--- src/hdl/lsto_pkg.sv ---
// Shared types, widths and constants for the layer stack track overlap block.
// No dependencies; every other file in hdl/ except lsto_ram imports this package.
package lsto_pkg;

    localparam int DEF_MAX_LAYERS = 8;

    localparam int DEPTH_W  = 18;
    localparam int CENTER_W = 18;
    localparam int SIZE_W   = 17;
    localparam int SLOPE_W  = 20;
    localparam int LEN_W    = 18;
    localparam int CNT_W    = 4;
    localparam int IDX_IN_W = 3;
    localparam int PROD_W   = SLOPE_W + DEPTH_W;
    localparam int FRAC_W   = 12;
    localparam int SHIFT_W  = PROD_W - FRAC_W;
    localparam int BND_W    = 28;
    localparam int ADDR_EXT_W = 7;

    localparam logic [CNT_W-1:0] CFG_RESET = 4'd8;
    localparam logic [LEN_W-1:0] LEN_MAX   = 18'h3FFFF;

    localparam logic REQ_LOAD  = 1'b0;
    localparam logic REQ_QUERY = 1'b1;

    typedef struct packed {
        logic signed [DEPTH_W-1:0]  depth;
        logic signed [CENTER_W-1:0] center;
        logic        [SIZE_W-1:0]   size;
    } entry_t;

    localparam int ENTRY_W = $bits(entry_t);

    // Per-layer control that travels down the pipeline with the data.
    typedef struct packed {
        logic valid;       // slot carries a layer
        logic first;       // layer 0: load the full intersection bounds
        logic odd;         // second layer of a pair: close the hull
        logic pair_first;  // layer 1: load the pair intersection bounds
    } tag_t;

    typedef enum logic [3:0] {
        S_IDLE  = 4'b0001,
        S_RUN   = 4'b0010,
        S_DRAIN = 4'b0100,
        S_DONE  = 4'b1000
    } state_t;

    // Length of [lo, hi], zero when empty, saturated at LEN_MAX.
    function automatic logic [LEN_W-1:0] clamp_len(
        input logic signed [BND_W-1:0] lo,
        input logic signed [BND_W-1:0] hi
    );
        logic signed [BND_W:0] diff;
        diff = (BND_W+1)'(hi) - (BND_W+1)'(lo);
        if (diff <= 0)
            return '0;
        else if (diff > $signed((BND_W+1)'(LEN_MAX)))
            return LEN_MAX;
        else
            return diff[LEN_W-1:0];
    endfunction

endpackage

--- src/hdl/lsto_ram.sv ---
// Generic single-write, single-read RAM with registered read data.
// No package dependencies.
module lsto_ram #(
    parameter int WIDTH = 8,
    parameter int DEPTH = 8
) (
    input  logic                     clk,
    input  logic                     we,
    input  logic [$clog2(DEPTH)-1:0] waddr,
    input  logic [WIDTH-1:0]         wdata,
    input  logic [$clog2(DEPTH)-1:0] raddr,
    output logic [WIDTH-1:0]         rdata
);

    logic [WIDTH-1:0] mem [DEPTH];
    logic [WIDTH-1:0] rdata_reg;

    always_ff @(posedge clk)
    begin
        if (we)
        begin
            mem[waddr] <= wdata;
        end
        rdata_reg <= mem[raddr];
    end

    assign rdata = rdata_reg;

endmodule

--- src/hdl/lsto_interval.sv ---
// Shared interval unit: slope times depth (registered), then the layer's
// shifted low and high bounds. Depends on lsto_pkg.
module lsto_interval (
    input  logic                               clk,
    input  logic                               rst_n,
    input  lsto_pkg::tag_t                     tag_in,
    input  lsto_pkg::entry_t                   entry,
    input  logic signed [lsto_pkg::SLOPE_W-1:0] slope,
    output lsto_pkg::tag_t                     tag_out,
    output logic signed [lsto_pkg::BND_W-1:0]  lo,
    output logic signed [lsto_pkg::BND_W-1:0]  hi
);
    import lsto_pkg::*;

    logic signed [PROD_W-1:0]   prod_reg;
    logic signed [CENTER_W-1:0] center_reg;
    logic        [SIZE_W-1:0]   size_reg;
    tag_t                       tag_reg;
    logic signed [SHIFT_W-1:0]  shift;

    always_ff @(posedge clk or negedge rst_n)
    begin
        if (!rst_n)
        begin
            tag_reg <= '0;
        end
        else
        begin
            tag_reg <= tag_in;
        end
    end

    always_ff @(posedge clk)
    begin
        prod_reg   <= PROD_W'(slope) * PROD_W'(entry.depth);
        center_reg <= entry.center;
        size_reg   <= entry.size;
    end

    // Arithmetic shift right by the fraction bits: floor of the product.
    assign shift = prod_reg[PROD_W-1:FRAC_W];

    assign lo = BND_W'(center_reg) - BND_W'(size_reg >> 1) - BND_W'(shift);
    assign hi = lo + BND_W'(size_reg);
    assign tag_out = tag_reg;

endmodule

--- src/hdl/lsto_accum.sv ---
// Running bounds of the full intersection and of the pair-hull intersection,
// and the clamped lengths taken from them. Depends on lsto_pkg.
module lsto_accum (
    input  logic                              clk,
    input  lsto_pkg::tag_t                    tag,
    input  logic signed [lsto_pkg::BND_W-1:0] lo,
    input  logic signed [lsto_pkg::BND_W-1:0] hi,
    input  logic [lsto_pkg::CNT_W-1:0]        layer_cnt,
    output logic [lsto_pkg::LEN_W-1:0]        len_all,
    output logic [lsto_pkg::LEN_W-1:0]        len_pairs
);
    import lsto_pkg::*;

    logic signed [BND_W-1:0] amin_reg, amax_reg;
    logic signed [BND_W-1:0] pmin_reg, pmax_reg;
    logic signed [BND_W-1:0] prv_lo_reg, prv_hi_reg;
    logic signed [BND_W-1:0] hull_lo, hull_hi;

    assign hull_lo = (lo < prv_lo_reg) ? lo : prv_lo_reg;
    assign hull_hi = (hi > prv_hi_reg) ? hi : prv_hi_reg;

    always_ff @(posedge clk)
    begin
        if (tag.valid)
        begin
            if (tag.first || lo > amin_reg)
                amin_reg <= lo;
            if (tag.first || hi < amax_reg)
                amax_reg <= hi;
            if (!tag.odd)
            begin
                prv_lo_reg <= lo;
                prv_hi_reg <= hi;
            end
            else
            begin
                if (tag.pair_first || hull_lo > pmin_reg)
                    pmin_reg <= hull_lo;
                if (tag.pair_first || hull_hi < pmax_reg)
                    pmax_reg <= hull_hi;
            end
        end
    end

    assign len_all   = (layer_cnt != '0) ? clamp_len(amin_reg, amax_reg) : '0;
    assign len_pairs = (layer_cnt >= CNT_W'(2)) ? clamp_len(pmin_reg, pmax_reg) : '0;

endmodule

--- src/hdl/layer_stack_track_overlap.sv ---
// Top level of the layer stack track overlap block: sequencer, layer table
// and entry valid bits. Depends on lsto_pkg, lsto_ram, lsto_interval, lsto_accum.
//
// A load (req_type 0) writes one layer entry in a single cycle and gives no
// result; busy stays low. A query (req_type 1) walks the n layers in use
// (n = layers_in_use, capped at MAX_LAYERS) through one shared multiplier and
// interval unit, one layer per cycle, then holds busy while the pipeline
// tail drains (n zero goes straight to S_DONE) and raises done for a single
// cycle right after busy drops, with overlap_all and overlap_pairs valid in
// that cycle. The result is held until the next query ends; capture it on
// done. A new item may start in the done cycle. The layer table clears at
// reset through per-entry valid bits, so no clearing pass is needed.
// layers_in_use may only be written while busy is low.
module layer_stack_track_overlap #(
    parameter int MAX_LAYERS = lsto_pkg::DEF_MAX_LAYERS
) (
    input  logic                                 clk,
    input  logic                                 rst_n,
    // command channel
    input  logic                                 start,
    output logic                                 busy,
    input  logic                                 req_type,
    input  logic [lsto_pkg::IDX_IN_W-1:0]        layer_index,
    input  logic signed [lsto_pkg::DEPTH_W-1:0]  layer_depth,
    input  logic signed [lsto_pkg::CENTER_W-1:0] layer_center,
    input  logic [lsto_pkg::SIZE_W-1:0]          layer_size,
    input  logic signed [lsto_pkg::SLOPE_W-1:0]  slope,
    // result strobe
    output logic                                 done,
    output logic [lsto_pkg::LEN_W-1:0]           overlap_all,
    output logic [lsto_pkg::LEN_W-1:0]           overlap_pairs,
    // configuration write channel (layers_in_use)
    input  logic                                 cfg_valid,
    output logic                                 cfg_ready,
    input  logic [lsto_pkg::CNT_W-1:0]           cfg_data
);
    import lsto_pkg::*;

    localparam int IDX_W = $clog2(MAX_LAYERS);

    state_t                      state_reg, state_next;
    logic [CNT_W-1:0]            cfg_reg;
    logic [CNT_W-1:0]            n_reg;
    logic [CNT_W-1:0]            cnt_reg;
    logic signed [SLOPE_W-1:0]   slope_reg;
    logic [MAX_LAYERS-1:0]       ent_vld_reg;
    tag_t                        tag1_reg;
    logic                        vld1_reg;
    logic                        done_reg;
    logic [LEN_W-1:0]            all_reg, pairs_reg;

    logic                        accept;
    logic                        load_ok;
    logic [CNT_W-1:0]            n_eff;
    logic [ADDR_EXT_W-1:0]       widx_ext, ridx_ext;
    logic [IDX_W-1:0]            waddr, raddr;
    logic [ENTRY_W-1:0]          rdata;
    entry_t                      wentry, rentry;
    tag_t                        tag0, tag2;
    logic signed [BND_W-1:0]     lo, hi;
    logic [LEN_W-1:0]            len_all, len_pairs;

    assign accept    = start && !busy;
    assign busy      = (state_reg != S_IDLE);
    assign cfg_ready = 1'b1;

    // Clip the configured count to the table size.
    assign n_eff = (ADDR_EXT_W'(cfg_reg) > ADDR_EXT_W'(MAX_LAYERS))
                 ? CNT_W'(MAX_LAYERS) : cfg_reg;

    // Drop loads that point past the table.
    assign widx_ext = ADDR_EXT_W'(layer_index);
    assign load_ok  = accept && (req_type == REQ_LOAD)
                   && (widx_ext < ADDR_EXT_W'(MAX_LAYERS));
    assign waddr    = widx_ext[IDX_W-1:0];
    assign ridx_ext = ADDR_EXT_W'(cnt_reg);
    assign raddr    = ridx_ext[IDX_W-1:0];

    assign wentry.depth  = layer_depth;
    assign wentry.center = layer_center;
    assign wentry.size   = layer_size;

    lsto_ram #(
        .WIDTH (ENTRY_W),
        .DEPTH (MAX_LAYERS)
    ) u_table (
        .clk   (clk),
        .we    (load_ok),
        .waddr (waddr),
        .wdata (wentry),
        .raddr (raddr),
        .rdata (rdata)
    );

    // An entry never written since reset reads as all zeros.
    assign rentry = vld1_reg ? entry_t'(rdata) : '0;

    // Tag for the layer issued this cycle.
    assign tag0.valid      = (state_reg == S_RUN);
    assign tag0.first      = (cnt_reg == '0);
    assign tag0.odd        = cnt_reg[0];
    assign tag0.pair_first = (cnt_reg == CNT_W'(1));

    lsto_interval u_interval (
        .clk     (clk),
        .rst_n   (rst_n),
        .tag_in  (tag1_reg),
        .entry   (rentry),
        .slope   (slope_reg),
        .tag_out (tag2),
        .lo      (lo),
        .hi      (hi)
    );

    lsto_accum u_accum (
        .clk       (clk),
        .tag       (tag2),
        .lo        (lo),
        .hi        (hi),
        .layer_cnt (n_reg),
        .len_all   (len_all),
        .len_pairs (len_pairs)
    );

    // Sequencer: issue one layer a cycle, let the pipeline drain, then
    // present the result.
    always_comb
    begin
        state_next = state_reg;
        unique case (state_reg)
            S_IDLE:
            begin
                if (accept && req_type == REQ_QUERY)
                    state_next = (n_eff == '0) ? S_DONE : S_RUN;
            end
            S_RUN:
            begin
                if (cnt_reg == CNT_W'(n_reg - CNT_W'(1)))
                    state_next = S_DRAIN;
            end
            S_DRAIN:
            begin
                if (!tag1_reg.valid && !tag2.valid)
                    state_next = S_DONE;
            end
            S_DONE:
            begin
                state_next = S_IDLE;
            end
            default:
            begin
                state_next = S_IDLE;
            end
        endcase
    end

    always_ff @(posedge clk or negedge rst_n)
    begin
        if (!rst_n)
        begin
            state_reg   <= S_IDLE;
            cfg_reg     <= CFG_RESET;
            ent_vld_reg <= '0;
            tag1_reg    <= '0;
            done_reg    <= 1'b0;
            cnt_reg     <= '0;
            n_reg       <= '0;
        end
        else
        begin
            state_reg <= state_next;
            tag1_reg  <= tag0;
            done_reg  <= (state_reg == S_DONE);
            if (cfg_valid && cfg_ready)
                cfg_reg <= cfg_data;
            if (load_ok)
                ent_vld_reg[waddr] <= 1'b1;
            if (state_reg == S_IDLE && accept && req_type == REQ_QUERY)
            begin
                n_reg   <= n_eff;
                cnt_reg <= '0;
            end
            else if (state_reg == S_RUN)
            begin
                cnt_reg <= cnt_reg + CNT_W'(1);
            end
        end
    end

    // Payload registers: slope, entry valid flag beside RAM data, result.
    always_ff @(posedge clk)
    begin
        if (accept && req_type == REQ_QUERY)
            slope_reg <= slope;
        vld1_reg <= ent_vld_reg[raddr];
        if (state_reg == S_DONE)
        begin
            all_reg   <= len_all;
            pairs_reg <= len_pairs;
        end
    end

    assign done          = done_reg;
    assign overlap_all   = all_reg;
    assign overlap_pairs = pairs_reg;

endmodule

--- config.mk ---
export PLATFORM = sky130hd
export DESIGN_NAME = layer_stack_track_overlap
export DESIGN_NICKNAME = d
export VERILOG_FILES = /design/src/hdl/lsto_pkg.sv /design/src/hdl/lsto_ram.sv /design/src/hdl/lsto_interval.sv /design/src/hdl/lsto_accum.sv /design/src/hdl/layer_stack_track_overlap.sv
export SDC_FILE = /design/constraint.sdc
export NUM_CORES = 2
export LEC_CHECK = 0
export BUFFER_PORTS_ARGS = -buffer_cell sky130_fd_sc_hd__buf_4
export CAP_MARGIN = 25
export CORE_MARGIN = 8
export CORE_UTILIZATION = 35
export DETAILED_ROUTE_END_ITERATION = 8
export PLACE_DENSITY_LB_ADDON = 0.05
export SLEW_MARGIN = 20
export SYNTH_ARGS = -nofsm -noshare
export SYNTH_HDL_FRONTEND = slang
export SYNTH_SLANG_ARGS = --single-unit
export TNS_END_PERCENT = 100
--- constraint.sdc ---
create_clock -name clk -period 38.5 [get_ports clk]
set_clock_uncertainty 0.05 [all_clocks]
set_input_delay 7.7 -clock clk [delete_from_list [all_inputs] [get_ports clk]]
set_output_delay 7.7 -clock clk [all_outputs]
set_load 0.01 [all_outputs]
# [After elaboration in Yosys (flattened, before gate mapping)]
# Memory sizes are Yosys's and may differ from the RTL's. A register that Yosys moved wholly into a read port is not among the register bits.
# Index checks and enable logic that the tools add are counted.
[classes] add_sub_neg=7 n_mul=1 magnitude_cmp=16 n_eq_ne=10 muxes=19 n_bitwise=5 n_reduce_logical=27
[op_table] op="29-bit by 19-bit > comparator with 1-bit output (second input constant)" count=2
[op_table] op="29-bit by 1-bit <= comparator with 1-bit output (second input constant)" count=2
[op_table] op="28-bit > comparator" count=2
[op_table] op="28-bit less-than comparator" count=2
[op_table] op="28-bit two-way mux" count=2
[op_table] op="53-bit two-way mux" count=1
[op_table] op="20-bit by 18-bit multiplier with 38-bit output" count=1
[op_table] op="18-bit two-way mux" count=2
[op_table] op="28-bit by 27-bit subtractor with 29-bit output" count=1
[op_table] op="28-bit by 28-bit subtractor with 29-bit output" count=1
[op_table] op="27-bit by 18-bit adder with 28-bit output" count=1
[op_table] op="4-bit two-way mux" count=7
[op_table] op="27-bit > comparator" count=1
[op_table] op="27-bit less-than comparator" count=1
[op_table] op="19-bit by 26-bit subtractor with 27-bit output" count=1
[op_table] op="18-bit by 17-bit subtractor with 19-bit output" count=1
[op_table] op="3-bit by 4-bit less-than comparator with 1-bit output (second input constant)" count=3
[op_table] op="4-bit case mux with 3 select lines" count=1
[op_table] op="3-bit AND reduction" count=3
[op_table] op="4-bit by 1-bit == test with 1-bit output (second input constant)" count=2
[op_table] op="1-bit logical AND" count=8
[op_table] op="4-bit zero test" count=2
[op_table] op="8-bit bitwise OR" count=1
[op_table] op="2-bit AND reduction" count=3
[op_table] op="other kinds (21)" count=34
[totals] register_bits=329 ramBits=424 in_bits=85 output_inout_bits=39 elab_cells=113 n_memories=1
[mem_list] name="u_table.mem" words=8 width=53 read_ports=1 rd_ports_with_merged_regs=1 write_ports=1 line_no="lsto_ram.sv:15" text="logic [WIDTH-1:0] mem [DEPTH];"

# [Logic depth before layout (Yosys ltp)]
[logic_depth] word_depth=8 ltp_mapped=48

# [Cells and area by module]
# From an unflattened synthesis, not the netlist that was laid out.
[hier_totals] cells_unflattened=4113 area_unflattened_um2=51099.0
[by_module_without_submodules] module="lsto_interval" instances=1 cells_per_inst=1864 area_each_um2=17115.2
[by_module_without_submodules] module="lsto_ram" instances=1 cells_per_inst=679 area_each_um2=17051.4
[by_module_without_submodules] module="lsto_accum" instances=1 cells_per_inst=1336 area_each_um2=13462.9
[by_module_without_submodules] module="layer_stack_track_overlap" instances=1 cells_per_inst=234 area_each_um2=3469.6

# [Worst setup path before layout]
# No wires, ideal clock.
[synth_timing] path_kind="reg2reg" from="reg u_interval.size_reg[3]" to="reg u_accum.pmax_reg[0], enable pin" arrival_time_ns=13.336 path_slack_ns=24.548 stages_incl_launch_ff=41 n_path_buf=1 synth_period_minus_slack_ns=13.952 cell_sequence="dfxtp_1 > inv_1 > ha_1 > nor2b_1 > o21ai_0 > a21boi_1 > o21ai_0 > a21boi_1 > o2111a_1 > nor3_1 > nor3_1 > or4_1 > and3_1 > ha_1 > a21o_1 > a21oi_1 > o21ai_0 > a211oi_1 > [5 not listed] > ha_1 > nand4_1 > or4_1 > o41ai_1 > mux2_2 > buf_1 > mux2_2 > ha_1 > a21o_1 > a21o_1 > a21o_1 > a21oi_1 > o21ai_0 > a21oi_1 > o21a_1 > o21ai_0 > and3b_1 > a2111oi_0"
[synth_via] elab_chain_len=8
[synth_rtl] element="start: declaration" line_no="lsto_interval.sv:17" text="logic [SIZE_W-1:0] size_reg;"
[synth_rtl] element="start signal: assignment" line_no="lsto_interval.sv:37" text="size_reg <= entry.size;"
[synth_rtl] element="18-bit by 17-bit subtractor with 19-bit output" line_no="lsto_interval.sv:43" text="assign lo = BND_W'(center_reg) - BND_W'(size_reg >> 1) - BND_W'(shift);"
[synth_rtl] element="19-bit by 26-bit subtractor with 27-bit output" line_no="lsto_interval.sv:43"
[synth_rtl] element="named net lo[25]" line_no="layer_stack_track_overlap.sv:60" text="logic signed [BND_W-1:0] lo, hi;"
[synth_rtl] element="27-bit by 18-bit adder with 28-bit output" line_no="lsto_interval.sv:44" text="assign hi = lo + BND_W'(size_reg);"
[synth_rtl] element="named net hi[27]" line_no="layer_stack_track_overlap.sv:60"
[synth_rtl] element="28-bit > comparator" line_no="lsto_accum.sv:20" text="assign hull_hi = (hi > prv_hi_reg) ? hi : prv_hi_reg;"
[synth_rtl] element="28-bit two-way mux" line_no="lsto_accum.sv:20"
[synth_rtl] element="named net u_accum.hull_hi[17]" line_no="lsto_accum.sv:17" text="logic signed [BND_W-1:0] hull_lo, hull_hi;"
[synth_rtl] element="28-bit less-than comparator" line_no="lsto_accum.sv:39" text="if (tag.pair_first || hull_hi < pmax_reg)"
[synth_rtl] element="1-bit logical OR" line_no="lsto_accum.sv:39"
[synth_rtl] element="3-bit AND reduction (no source line)"
[synth_rtl] element="end signal: assignment" line_no="lsto_accum.sv:40" text="pmax_reg <= hull_hi;"
[synth_rtl] element="end: declaration" line_no="lsto_accum.sv:15" text="logic signed [BND_W-1:0] pmin_reg, pmax_reg;"
# The timed path passes the listed nets, and every way through them passes these cells.
# A chain may end at the register's enable or synchronous reset.

# [Worst setup path after layout]
[layout_timing] from="reg u_interval.size_reg[2]" to="reg u_accum.pmax_reg[25], enable pin"
# Same word-level chain as after synthesis.

==> results.cfg <==
[global_routing]
grt_pass1_vias = 33200
antenna_found_initial = 12
grt-ovfl-total = 0
grtUsageTotal_pct = 17.2
grt_pass1_wl_microns = 208000
grt_start_max_net_pins = 73

[timing]
hold_viol_final = 0
post-route-period-util_pct = 31.5
grt_setup_unrepaired = false
fin_setup_tns_ns = 0
maxSlewHeadroom_pct = 31.2
tightest_slew_ns = 1.03
drv_slew = 0
max_freq_mhz = 82.4
finalSetupViolations = 0
finalCriticalPeriod_ns = 12.13

[clock_network]
cts_buffer_depth = 3
path_clk_slew_ns = 0.06
hold_buffers = 0
clock_latency_ns = 0.70
clockRootBuffer = clkbuf_16
cts_setup_buffers = 0
cts-buffers-inserted = 94
clock_sinks = 796
cts_tree = yes
ctsResizeCount = 0
cts_max_level = 3

[layout]
layout.nets = 5088
largest_register_ffs = 424
synthToLayoutAreaGrowth_pct = 13.4
n_fill_cell = 13800
drive_gt1_share_pct = 14.0

[drt]
drt-total-wl_microns = 135000
drc = 0
vias_per_cell = 4.98
firstDrtPassIters = 5
ant_nets = 0
via_count = 31100
wire_per_inst_microns = 21.6
first_iter_violations = 1708

[placed_design]
dp_hpwl_microns = 99000
place.port_buffers = 122
place_congestion = 0.827

[worst_setup_path]
rrSetupSlack_ns = 26.37
max_stage_delay_ns = 0.78
worstSetupStartpoint = u_interval.size_reg[2]
crit_required_ns = 38.80
rr_endpoint = u_accum.pmax_reg[25]
ff2ff_path_depth = 42
critPathCaptureType = flop
cp_max_fo = 35
cp.arrival_ns = 12.43
r2r-start = u_interval.size_reg[2]
worstSetupPathType = reg2reg
crit_path_start_kind = flop
cpMaxStageDelayCell = mux2_2

[synthesis]
netlist_area_sq_um = 50600
async_reset_ff_share_pct = 4.15
synth-main-ff-cell = edfxtp_1
yosysTopAreaCellShare_pct = 38.4
synth_edf_count = 648
synthMostInstantiatedCell = edfxtp_1
synth.avg_cell_area_sq_um = 12.3
ys_ff_latch = 796
netlist_top_cells_area = edfxtp_1 (38%), fa_1 (14%), ha_1 (9.3%), mux4_2 (4.8%), inv_1 (4.7%)
ys.warnings.count = 0
ys_seq_area_share_pct = 44.6
synth_cells = 4119
synth_top_area_cell = edfxtp_1
yosys.cell_types.count = 82
synth_top_cells_by_count = edfxtp_1 (648), inv_1 (628), ha_1 (378)
synth_nets = 4948

[outcome]
outcome = finished clean

[floorplanning]
fp.dieW_microns = 396
start_util_pct = 35.2
core-area_sq_um = 144000
core.rowCount = 139
pin_count = 124
die-area_sq_um = 157000
die_h_microns = 396

[hold_path]
min_from = tag1_reg[2]
hold_depth = 0
holdPathEnd = u_interval.tag_out[2]
hp-class = reg2reg

[job]
cap_violations = 0
==> kinds of logic (layout without fill, tap and decap cells) <==
group | Yosys count | count (layout) | synth area share, %
AOI/OAI and AO/OA | 537 | 537 | 7.07
xor gates and xnor gates | 122 | 122 | 2.11
adders and majority gates | 744 | 744 | 23.8
buffers and inverters | 774 | 996 | 5.77
DFF | 796 | 796 | 44.6
muxes | 225 | 225 | 7.38
other | 1 | 12 | 0.00741
and+or+nand+nor | 920 | 920 | 9.20
==> critical path, delay by kind of cell, from the launching register on <==
family / cells / cell delay (ns)
AND/OR/NAND/NOR: 10 / 1.88
XOR/XNOR: 1 / 0.16
AO/OA/AOI/OAI: 22 / 6.12
flip-flops: 1 / 0.40
adder cells (fa/ha/maj): 4 / 1.24
buffers and inverters: 3 / 0.71
multiplexers: 2 / 1.21
==> worst max path at each step <==
stage / to / depth (start not counted) / slack [ns]
after floorplan: u_accum.pmax_reg[0] / 40 / 24.55
after global placement: u_accum.pmax_reg[0] / 44 / 26.52
after detailed placement: u_accum.pmax_reg[3] / 44 / 26.33
after CTS: u_accum.pmax_reg[24] / 44 / 26.27
after global routing: u_accum.pmax_reg[25] / 44 / 25.14
final: u_accum.pmax_reg[25] / 42 / 26.37
==> layout by cell type (no fill, tap or decap), types with 9 or more instances in the layout <==
master and n:
nand2_1 301, mux2_2 107, a21o_1 84, and2_1 55, mux4_2 108, ha_1 378, or2_2 36, mux2i_1 10
nor3_1 43, xnor2_1 88, o21bai_1 9, clkinv_2 17, dfrtp_1 28, inv_1 628, and3_1 133, a21oi_1 131
dfxtp_1 114, o211ai_1 11, o21ai_0 88, clkinv_1 16, fa_1 366, a31oi_1 29, xor2_1 34, nand3_1 39
diode_2 11, o21a_1 59, a211oi_1 18, edfxtp_1 648, nand4_1 43, nor2b_1 40, buf_4 182, nor2_1 125
clkbuf_16 94, bufinv_16 15, nand2b_1 37, nor4_1 11, or3_1 9, o31ai_1 10, clkbuf_1 20
==> routing by layer <==
layer	GRT usage, %	wire [microns]	up-vias
met3	2.36	4940	153
met4	4.34	2880	2
met5	0	13	-
met1	24.5	65200	15800
met2	27.7	62300	477
li1	-	-	14700
==> per-stage QoR <==
step | util [%] | instance area [sq um] | cells | hold WS, ns | worst slack (ns)
floorplan | - | 50600 | 4119 | 0.281 | 24.55
global placement | 37.5 | 53900 | 6060 | 0.283 | 26.52
detailed placement | 37.6 | 54100 | 6065 | 0.286 | 26.33
CTS | 39.9 | 57300 | 6243 | 0.298 | 26.27
global route | 39.9 | 57400 | 6244 | 0.308 | 25.14
finish | 39.9 | 57400 | 6255 | 0.298 | 26.37
==> layout make-up <==
| type | count | area [sq um] | share of cell area, % |
|---|---|---|---|
| well taps | 1903 | 2380 | 4.15 |
| flip-flops and latches | 796 | 22600 | 39.4 |
| diodes | 11 | 27.5 | 0.0480 |
| clock buffers | 117 | 2470 | 4.30 |
| repair buffers | 188 | 1520 | 2.64 |
| inverters | 630 | 2360 | 4.12 |
| clock inverters | 61 | 816 | 1.42 |
| multi-input cells | 2549 | 25200 | 43.9 |
Power is left out: the tool's default activity adds up to more than one toggle a clock period on the data nets, which glitch-free logic cannot reach.
